<file path="config.mk">
export PLATFORM = sky130hd
export DESIGN_NAME = smm_ram
export DESIGN_NICKNAME = d
export VERILOG_FILES = /design/src/hdl/smm_ram.sv
export SDC_FILE = /design/constraint.sdc
export NUM_CORES = 1
export LEC_CHECK = 0
export ABC_AREA = 1
export BUFFER_PORTS_ARGS = -buffer_cell sky130_fd_sc_hd__clkbuf_2
export CAP_MARGIN = 20
export CORE_MARGIN = 2
export CORE_UTILIZATION = 35
export CTS_CLUSTER_SIZE = 25
export DETAILED_ROUTE_END_ITERATION = 8
export GPL_TIMING_DRIVEN = 0
export PLACE_DENSITY = 0.56
export SLEW_MARGIN = 20
export SYNTH_ARGS = -nofsm -noshare
export SYNTH_HDL_FRONTEND = slang
export SYNTH_SLANG_ARGS = --single-unit
</file>
<file path="constraint.sdc">
create_clock -name clk -period 4.7 [get_ports clk]
set_clock_uncertainty 0.05 [all_clocks]
set_input_delay 0.235 -clock clk [delete_from_list [all_inputs] [get_ports clk]]
set_output_delay 0.235 -clock clk [all_outputs]
set_load 0.02 [all_outputs]
</file>
<file path="src/hdl/smm_ram.sv">
// ----------------------------------------------------------------------------
// smm_ram
// Generic single-write, single-read RAM with a registered read port.
// ----------------------------------------------------------------------------
module smm_ram #(
  parameter int WIDTH = 16,
  parameter int DEPTH = 64,
  localparam int AW   = (DEPTH > 1) ? $clog2(DEPTH) : 1
) (
  input  logic             clk,
  input  logic             we,
  input  logic [AW-1:0]    waddr,
  input  logic [WIDTH-1:0] wdata,
  input  logic             re,
  input  logic [AW-1:0]    raddr,
  output logic [WIDTH-1:0] rdata
);

  logic [WIDTH-1:0] mem [DEPTH];

  always_ff @(posedge clk) begin
    if (we) begin
      mem[waddr] <= wdata;
    end
    if (re) begin
      rdata <= mem[raddr];
    end
  end

endmodule

</file>
==> impl_metrics.prom <==
# TYPE chip_impl_metric gauge
chip_impl_info{name="cp-end-kind",value="flop"} 1
chip_impl_metric{name="drive_gt1_share",unit="%"} 13.24
chip_impl_info{name="min-delay-path-class",value="primary input to flop"} 1
chip_impl_info{name="ys_top_cells_by_area",value="edfxtp_1 (74%), nand2_1 (12%), nand3_1 (10%), buf_2 (1.3%), buf_6 (1.3%)"} 1
chip_impl_metric{name="synthSimpleGateAreaFrac",unit="%"} 22.58
chip_impl_metric{name="yosysUniqueCellTypes",unit=""} 15
chip_impl_info{name="startpoint_class",value="primary input"} 1
chip_impl_metric{name="die_h",unit="um"} 351.5
chip_impl_metric{name="clk_latency",unit="ns"} 0.70
chip_impl_metric{name="yosys.area.top_type_share",unit="%"} 73.90
chip_impl_metric{name="utilization",unit="%"} 41.08
chip_impl_metric{name="remaining_drc_errors",unit=""} 0
chip_impl_metric{name="tns",unit="ns"} 0
chip_impl_metric{name="hold-worst-slack",unit="ns"} 0.02292
chip_impl_metric{name="syn_area_per_cell",unit="um^2"} 12.02
chip_impl_metric{name="post_cts_buffers",unit=""} 0
chip_impl_metric{name="worst_ir_drop_vdd",unit="uV"} 271.5
chip_impl_metric{name="post_synth_xor_area_fraction",unit="%"} 0
chip_impl_metric{name="ff2ff_path_depth",unit=""} 8
chip_impl_metric{name="core.rowCount",unit=""} 127
chip_impl_metric{name="antenna_found_initial",unit=""} 10
chip_impl_metric{name="pwr-share-seq",unit="%"} 50.9
chip_impl_metric{name="globalRoute.totalOverflow",unit=""} 0
chip_impl_metric{name="hold_viol",unit=""} 0
chip_impl_metric{name="max_cap_viol_count",unit=""} 0
chip_impl_metric{name="detail_route.wl_per_cell",unit="um"} 25.46
chip_impl_metric{name="antenna_left",unit=""} 0
chip_impl_metric{name="floorplan.io_pins",unit=""} 47
chip_impl_metric{name="fp.dieW",unit="um"} 351.5
chip_impl_metric{name="fmax",unit="GHz"} 0.3891
chip_impl_metric{name="p_clk_share",unit="%"} 41.7
chip_impl_metric{name="detail_route.iter0.violations",unit=""} 3454
chip_impl_metric{name="timing_max_transition_violations_final",unit=""} 0
chip_impl_metric{name="period_share",unit="%"} 54.68
chip_impl_metric{name="critical_path.max_fanout",unit=""} 16
chip_impl_metric{name="cts_sinks",unit=""} 1040
chip_impl_metric{name="power.internal",unit="mW"} 15.50
chip_impl_metric{name="grt_pass1_wl",unit="um"} 195300
chip_impl_metric{name="avgViaCountPerCell",unit=""} 5.280
chip_impl_metric{name="total_of_warnings_raised_by_yosys",unit=""} 0
chip_impl_metric{name="design.core.area",unit="um^2"} 119800
chip_impl_metric{name="groute.usage.overall",unit="%"} 22.30
chip_impl_metric{name="io_buffers",unit=""} 38
chip_impl_info{name="critical-path-slowest-cell",value="nor2_2"} 1
chip_impl_metric{name="crit_required",unit="ns"} 4.96
chip_impl_info{name="critical_path.cell_chain",value="clkbuf_1, inv_1, nand4_1, nor2_2"} 1
chip_impl_info{name="post_synth_top_area_cell",value="edfxtp_1"} 1
chip_impl_metric{name="synth-seq-cells",unit=""} 1040
chip_impl_metric{name="setup_viol",unit=""} 0
chip_impl_metric{name="pwr-share-comb",unit="%"} 7.4
chip_impl_metric{name="layout.nets",unit=""} 3774
chip_impl_metric{name="worst_slack",unit="ns"} 2.130
chip_impl_info{name="grt_setup_unrepaired",value="false"} 1
chip_impl_metric{name="cts_max_path_buffers",unit=""} 3
chip_impl_metric{name="max_slew_margin",unit="%"} 26.08
chip_impl_metric{name="grt_start_max_net_pins",unit=""} 54
chip_impl_metric{name="tightest_slew",unit="ns"} 1.106
chip_impl_metric{name="yosysSeqAreaShare",unit="%"} 73.90
chip_impl_info{name="synth_top_family_by_area",value="simple AND/OR/NAND/NOR gates"} 1
chip_impl_metric{name="dp_hpwl",unit="um"} 96290
chip_impl_metric{name="area_delta_synth_final",unit="%"} 16.47
chip_impl_metric{name="syn_area",unit="um^2"} 42260
chip_impl_metric{name="final_cell_area",unit="um^2"} 49220
chip_impl_metric{name="synthesis.nets",unit=""} 3548
chip_impl_metric{name="vias_in_the_first_global_route",unit=""} 26510
chip_impl_metric{name="reg2reg_slack",unit="ns"} 2.81
chip_impl_metric{name="arrival_time_worst_endpoint",unit="ns"} 2.83
chip_impl_metric{name="worst_hold_path.num_cells",unit=""} 1
chip_impl_metric{name="period_needed",unit="ns"} 2.570
chip_impl_metric{name="synth-compound-area-share",unit="%"} 0
chip_impl_metric{name="adder_cell_area_share_of_the_yosys_netlist",unit="%"} 0
chip_impl_metric{name="swShare",unit="%"} 23.39
chip_impl_metric{name="cts.htree.levels",unit=""} 3
chip_impl_info{name="status",value="finished clean"} 1
chip_impl_metric{name="muxShareOfSynthArea",unit="%"} 0
chip_impl_metric{name="firstDrtPassIters",unit=""} 6
chip_impl_metric{name="cts.reportedPaths.clkPinSlew",unit="ns"} 0.06
chip_impl_metric{name="routed_wl",unit="um"} 138600
chip_impl_metric{name="gp_congestion",unit=""} 0.9573
chip_impl_metric{name="p_leak",unit="nW"} 17.66
chip_impl_metric{name="route.vias.total",unit=""} 28740
chip_impl_info{name="cts_tree",value="built"} 1
chip_impl_metric{name="placed_area",unit="um^2"} 45750
chip_impl_info{name="cts-root-buf",value="clkbuf_16"} 1
chip_impl_info{name="final_common_cell",value="nand2_1"} 1
chip_impl_metric{name="power_switching",unit="mW"} 4.732
chip_impl_metric{name="pwr_density_cell",unit="nW/um^2"} 411.0
chip_impl_metric{name="dp_worst_setup_slack",unit="ns"} 1.544
chip_impl_metric{name="cts_inserted_buffers",unit=""} 109
chip_impl_metric{name="max_stage_delay",unit="ns"} 1.13
chip_impl_metric{name="synthesis.instances",unit=""} 3517
chip_impl_metric{name="start_util",unit="%"} 35.27
chip_impl_info{name="critPathKind",value="primary input to flop"} 1
chip_impl_info{name="layout.cells.most_common_list",value="nand2_1 (1296), edfxtp_1 (1040), nand3_1 (871), buf_2 (128), clkbuf_16 (111)"} 1
chip_impl_metric{name="die_area",unit="um^2"} 123500
[power groups by stage]
stage	clock network [mW]	registers [mW]	logic, mW
6_report	8.43	10.3	1.50
4_1_cts	8.50	10.3	1.47
3_3_place_gp	0	10.5	1.39
2_1_floorplan	0	10.5	0.687
5_1_grt	8.85	10.3	1.59
3_5_place_dp	0	10.5	1.47
[worst paths after layout]
path / startpoint / end
setup reg to reg: mem[43][14] / rdata[14]
hold / removal: wdata[4] / mem[13][4]
setup / recovery: waddr[1] / mem[41][3]
hold reg to reg: mem[62][15] / rdata[15]
[kinds of logic (layout without fill, tap and decap cells)]
logic type | Yosys count | after routing
AND/OR/NAND/NOR | 2240 | 2240
flip-flops | 1040 | 1040
buffers and inverters | 237 | 549
other | 0 | 3
[synth_stat cells (all sizes together)]
cell,number
edfxtp,1040
nor2,56
inv,12
clkbuf,26
nor4,8
nand2,1296
nand3,871
nand4,9
buf,199
[critical path, delay by kind of cell]
family                 cells  cell delay (ns)
and+or+nand+nor            2             2.05
buffers and inverters      2             0.53
[metal layers]
layer / GRT usage [%] / wire length (um)
met3: 4.209 / 13070
met1: 32.24 / 59520
met5: 0 / 44
met2: 34.44 / 62460
met4: 5.896 / 3512
[registers in the layout (all words and copies together) (netlist names)]
register / flops
mem: 1024
rdata: 16
[timing repair]
action	CTS	global route
endpoints found under the hold margin	39	0
endpoints found under the setup margin	0	0
resized for setup	0	0
hold buffers	3	0
[through the flow]
step | power (mW) | cells
final | 20.23 | 5444
after global routing | 20.73 | 5441
after CTS | 20.27 | 5440
after detailed placement | 11.96 | 5240
after global placement | 11.91 | 5167
after floorplan | 11.20 | 3517
[cell type report]
type,count,area [um^2]
sequential,1040,31230
timing repair buffer,115,1212
buffer,225,1436
inverter,12,52.55
clock inverter,61,550.5
antenna,3,7.507
fill,11310,70590
clock buffer,136,2872
multi-input combinational,2240,9841
tap,1612,2017
Note: power is estimated with default switching activity, not from simulation.
