### config.mk
export PLATFORM = sky130hd
export DESIGN_NAME = smm_cell
export DESIGN_NICKNAME = d
export VERILOG_FILES = /design/src/hdl/smm_pkg.sv /design/src/hdl/smm_ram.sv /design/src/hdl/smm_cell.sv
export SDC_FILE = /design/constraint.sdc
export NUM_CORES = 1
export LEC_CHECK = 0
export BUFFER_PORTS_ARGS = -buffer_cell sky130_fd_sc_hd__buf_2
export CAP_MARGIN = 20
export CORE_MARGIN = 5
export CORE_UTILIZATION = 55
export CTS_CLUSTER_DIAMETER = 100
export CTS_CLUSTER_SIZE = 14
export DETAILED_ROUTE_END_ITERATION = 8
export PLACE_DENSITY = 0.71
export SLEW_MARGIN = 5
export SYNTH_ARGS = -nofsm -noshare
export SYNTH_HDL_FRONTEND = slang
export SYNTH_SLANG_ARGS = --single-unit
### constraint.sdc
create_clock -name clk -period 12.1 [get_ports clk]
set_clock_uncertainty 0.2 [all_clocks]
set_input_delay 1.21 -clock clk [delete_from_list [all_inputs] [get_ports clk]]
set_output_delay 1.21 -clock clk [all_outputs]
set_load 0.01 [all_outputs]
### src/hdl/smm_pkg.sv
// ----------------------------------------------------------------------------
// smm_pkg
// Types and constants shared by the square matrix multiplier: request codes,
// controller states, and the token and result words that travel the chain.
// ----------------------------------------------------------------------------
package smm_pkg;

  localparam int IDX_PORT_W = 3;   // row and column fields of the ports
  localparam int ELEM_W     = 16;  // one matrix element
  localparam int ACC_W      = 35;  // full-precision dot product
  localparam int SIZE_W     = 4;   // size register

  typedef enum logic [1:0] {
    REQ_WRITE_A = 2'd0,
    REQ_WRITE_B = 2'd1,
    REQ_COMPUTE = 2'd2
  } req_t;

  typedef enum logic {
    ST_IDLE = 1'b0,
    ST_RUN  = 1'b1
  } state_t;

  // One step of a dot product, handed from cell to cell.
  typedef struct packed {
    logic                    valid;
    logic                    first;     // first term of the dot product
    logic                    last;      // last term of the dot product
    logic                    row_last;  // term belongs to the final row
    logic [IDX_PORT_W-1:0]   row;
    logic [IDX_PORT_W-1:0]   k;
    logic signed [ELEM_W-1:0] a;
  } token_t;

  // A finished product element leaving a cell.
  typedef struct packed {
    logic                    valid;
    logic                    last;
    logic [IDX_PORT_W-1:0]   row;
    logic signed [ACC_W-1:0] value;
  } result_t;

endpackage

### src/hdl/smm_ram.sv
// ----------------------------------------------------------------------------
// smm_ram
// Generic single-write, single-read RAM with a registered read port.
// ----------------------------------------------------------------------------
module smm_ram #(
  parameter int WIDTH = 16,
  parameter int DEPTH = 64,
  localparam int AW   = (DEPTH > 1) ? $clog2(DEPTH) : 1
) (
  input  logic             clk,
  input  logic             we,
  input  logic [AW-1:0]    waddr,
  input  logic [WIDTH-1:0] wdata,
  input  logic             re,
  input  logic [AW-1:0]    raddr,
  output logic [WIDTH-1:0] rdata
);

  logic [WIDTH-1:0] mem [DEPTH];

  always_ff @(posedge clk) begin
    if (we) begin
      mem[waddr] <= wdata;
    end
    if (re) begin
      rdata <= mem[raddr];
    end
  end

endmodule

### src/hdl/smm_cell.sv
// ----------------------------------------------------------------------------
// smm_cell
// One column cell: holds a column of the right matrix and accumulates the dot
// product for that column while row tokens pass through on their way along.
// ----------------------------------------------------------------------------
module smm_cell #(
  parameter int MAX_SIZE = 8,
  parameter int COLUMN   = 0,
  localparam int IDX_W   = (MAX_SIZE > 1) ? $clog2(MAX_SIZE) : 1
) (
  input  logic                          clk,
  input  logic                          rst,
  input  logic                          adv,
  input  logic [IDX_W-1:0]              size_last,
  input  logic                          b_we,
  input  logic [IDX_W-1:0]              b_waddr,
  input  logic [smm_pkg::ELEM_W-1:0]    b_wdata,
  input  smm_pkg::token_t               tok_in,
  output smm_pkg::token_t               tok_out,
  output smm_pkg::result_t              res
);

  import smm_pkg::*;

  localparam logic [IDX_W-1:0] COL_IDX = IDX_W'(COLUMN);

  token_t                   tok_q;
  logic [ELEM_W-1:0]        b_rdata;
  logic signed [ACC_W-1:0]  acc;
  logic signed [2*ELEM_W-1:0] prod;
  logic signed [ACC_W-1:0]  sum;
  logic                     in_range;

  // Read B[k][COLUMN] as the token arrives; the registered data meets the token in tok_q.
  smm_ram #(
    .WIDTH(ELEM_W),
    .DEPTH(MAX_SIZE)
  ) u_col_ram (
    .clk  (clk),
    .we   (b_we),
    .waddr(b_waddr),
    .wdata(b_wdata),
    .re   (adv),
    .raddr(tok_in.k[IDX_W-1:0]),
    .rdata(b_rdata)
  );

  assign prod     = tok_q.a * $signed(b_rdata);
  assign sum      = (tok_q.first ? {ACC_W{1'b0}} : acc) + ACC_W'(prod);
  assign in_range = (COL_IDX <= size_last);
  assign tok_out  = tok_q;

  always_ff @(posedge clk) begin
    if (rst) begin
      tok_q     <= '0;
      res.valid <= 1'b0;
    end else if (adv) begin
      tok_q     <= tok_in;
      res.valid <= tok_q.valid && tok_q.last && in_range;
    end
    if (adv) begin
      if (tok_q.valid) begin
        acc <= sum;
      end
      res.last  <= tok_q.row_last && (COL_IDX == size_last);
      res.row   <= tok_q.row;
      res.value <= sum;
    end
  end

endmodule

==> impl_metrics.py <==
metrics = {
    "outcome": {
        "status": "complete, no violations",
    },
    "clock_network": {
        "cts_tree": "yes",
        "cts_buffers": 23,
        "post_cts_resized": 0,
        "cts_setup_buffers": 0,
        "clk_pin_slew_ns": 0.07,
        "clk_path_buf_depth": 3,
        "cts-root-buf": "clkbuf_16",
        "cts_num_sinks": 245,
        "hold_buffers": 0,
        "insertion_delay_ns": 0.56,
        "h-tree-depth": 1,
    },
    "sta": {
        "slew_viol_final": 0,
        "fin_tns_setup_ns": 0,
        "grt_setup_unrepaired": "no",
        "finalHoldViolations": 0,
        "max_freq_mhz": 105.4,
        "relSlewSlack": 0.2666,
        "setup_viol": 0,
        "worst_slew_pin_slew_ns": 1.099,
        "post-route-period-util": 0.7840,
        "finalCriticalPeriod_ns": 9.487,
    },
    "finish": {
        "fin_nets": 2272,
        "area_growth_pct": 8.913,
        "drive_above_1_share": 0.1222,
        "final.fill_count": 2908,
        "multi_input_area_um2": 11860,
        "seq_area_um2": 7087,
        "num_antenna_cells": 0,
        "final_area_um2": 22080,
    },
    "synth": {
        "synth_top_family_by_area": "adder cells",
        "yosysMostFrequentCell": "inv_1",
        "synth_seq_cells": 245,
        "yosys.area_share.adder": 0.3313,
        "synth_cells": 1741,
        "seq_area_frac_synth": 0.3496,
        "synthTopCellsByArea": "edfxtp_1 32%, fa_1 26%, ha_1 7.2%",
        "synth_top_area_cell": "edfxtp_1",
        "yosys_warnings": 0,
        "synth.distinct_cells": 63,
        "postSynthAreaPerCell_um2": 11.64,
        "synth-main-ff-cell": "edfxtp_1",
        "synthArstFlopShare": 0,
        "synthTopCellsByCount": "309 x inv_1, 263 x fa_1, 218 x edfxtp_1",
        "synth-simple-area-share": 0.1141,
        "synth_xor_area_frac": 0.02889,
        "synth_fp_nets": 2172,
        "synth_top_area_share": 0.3229,
        "synth.area.mux_share": 0.05876,
        "synth-compound-area-share": 0.05018,
        "synth_enable_flop_cells": 218,
        "syn_area_um2": 20270,
    },
    "critical_path": {
        "cp_max_fo": 18,
        "critical_path.top_delay_family": "adder cells",
        "slowest_stage": "dfxtp_1",
        "crit_path_end_kind": "flip-flop",
        "critical_path_buf_inv_count": 3,
        "cp_common_cell": "fa_1",
        "crit_type": "flip-flop to flip-flop",
        "crit_arrival_ns": 9.66,
        "start_kind": "flip-flop",
        "max_stage_delay_ns": 0.85,
        "required_ns": 12.27,
    },
    "grt": {
        "antenna_found_initial": 0,
        "track_usage": 0.2288,
        "grt_max_degree": 45,
        "grt-ovfl-total": 0,
        "grt_pass1_vias": 14070,
        "grt_pass1_wl_um": 74180,
    },
    "placement": {
        "gp_congestion": 0.8923,
        "place_area_um2": 21350,
        "dpl.hpwl_um": 34400,
        "io_buffers": 117,
    },
    "floorplanning": {
        "io_pins": 118,
        "start_util": 0.5550,
        "rows": 70,
        "die_area_um2": 40800,
        "die_h_um": 202.0,
        "die_w_um": 202.0,
        "core_area_um2": 36520,
    },
    "hold_path": {
        "worst_hold_path_type": "flip-flop to flip-flop",
    },
    "run": {
        "cap_violations": 0,
    },
    "route": {
        "first_iter_violations": 743,
        "vias": 12900,
        "via_per_inst": 5.544,
        "drtAntennaViolNets": 0,
        "drt-pass1-iter-count": 5,
        "routed_wl_um": 45280,
        "drc": 0,
        "wl_per_cell_um": 19.47,
    },
}
==> layout by cell type (no fill, tap or decap), drive strengths merged, types with 37 or more instances in the layout <==
cell    synthesis  routed
and2          122     122
buf             6     128
nor2b          40      40
inv           309     311
xnor2          49      49
edfxtp        218     218
fa            263     263
ha            116     116
clkbuf         47      37
a21oi          52      52
nor2           75      75
nand2         144     144
==> layout make-up <==
cell class | count | area share
Clock inverter | 5 | 0.003174
Sequential cell | 245 | 0.3210
Multi-Input combinational cell | 1134 | 0.5373
Clock buffer | 37 | 0.02845
Timing Repair Buffer | 128 | 0.03106
Tap cell | 468 | 0.02652
Inverter | 309 | 0.05254
==> state kept, by name, summed over array words and instances (netlist names) <==
| register | count |
|---|---|
| u_col_ram.mem | 128 |
| res | 40 |
| acc | 35 |
| tok_out | 26 |
| u_col_ram.rdata | 16 |
==> metal layers <==
metal | share of wire | track usage
met4 | 0.038 | 0.07788
met2 | 0.51 | 0.3999
met3 | 0.044 | 0.03064
met5 | 0 | 0
met1 | 0.41 | 0.2965
==> through the flow <==
stage / instances / util / worst slack, ns / hold WS (ns)
6_report: 2326 / 0.6045 / 2.613 / 0.2678
5_1_grt: 2326 / 0.6045 / 2.284 / 0.2834
4_1_cts: 2324 / 0.6037 / 2.786 / 0.2638
3_5_place_dp: 2282 / 0.5846 / 2.856 / 0.2398
3_3_place_gp: 2282 / 0.5846 / 3.032 / 0.2319
2_1_floorplan: 1741 / - / 3.833 / 0.2910
==> path summary, 6_finish.rpt <==
kind	start	endpoint	slack, ns	depth (start not counted)
worst max-delay path	tok_out[8]	res[33]	2.61	29
worst min-delay path	tok_out[20]	res[36]	0.27	0
worst max register to register	tok_out[8]	res[33]	2.61	29
worst min register to register	tok_out[20]	res[36]	0.27	0
==> logic make-up (layout without fill, tap and decap cells) <==
group                    count (synthesis)  count (layout)
multiplexers                            77              77
adder cells (fa/ha/maj)                379             379
flip-flops                             245             245
AND/OR/NAND/NOR                        456             456
AO/OA/AOI/OAI                          156             156
XOR/XNOR                                66              66
buffers and inverters                  362             479
Power is not shown: default switching activity piles up to over one toggle a cycle in this logic, so the estimate is an artifact.
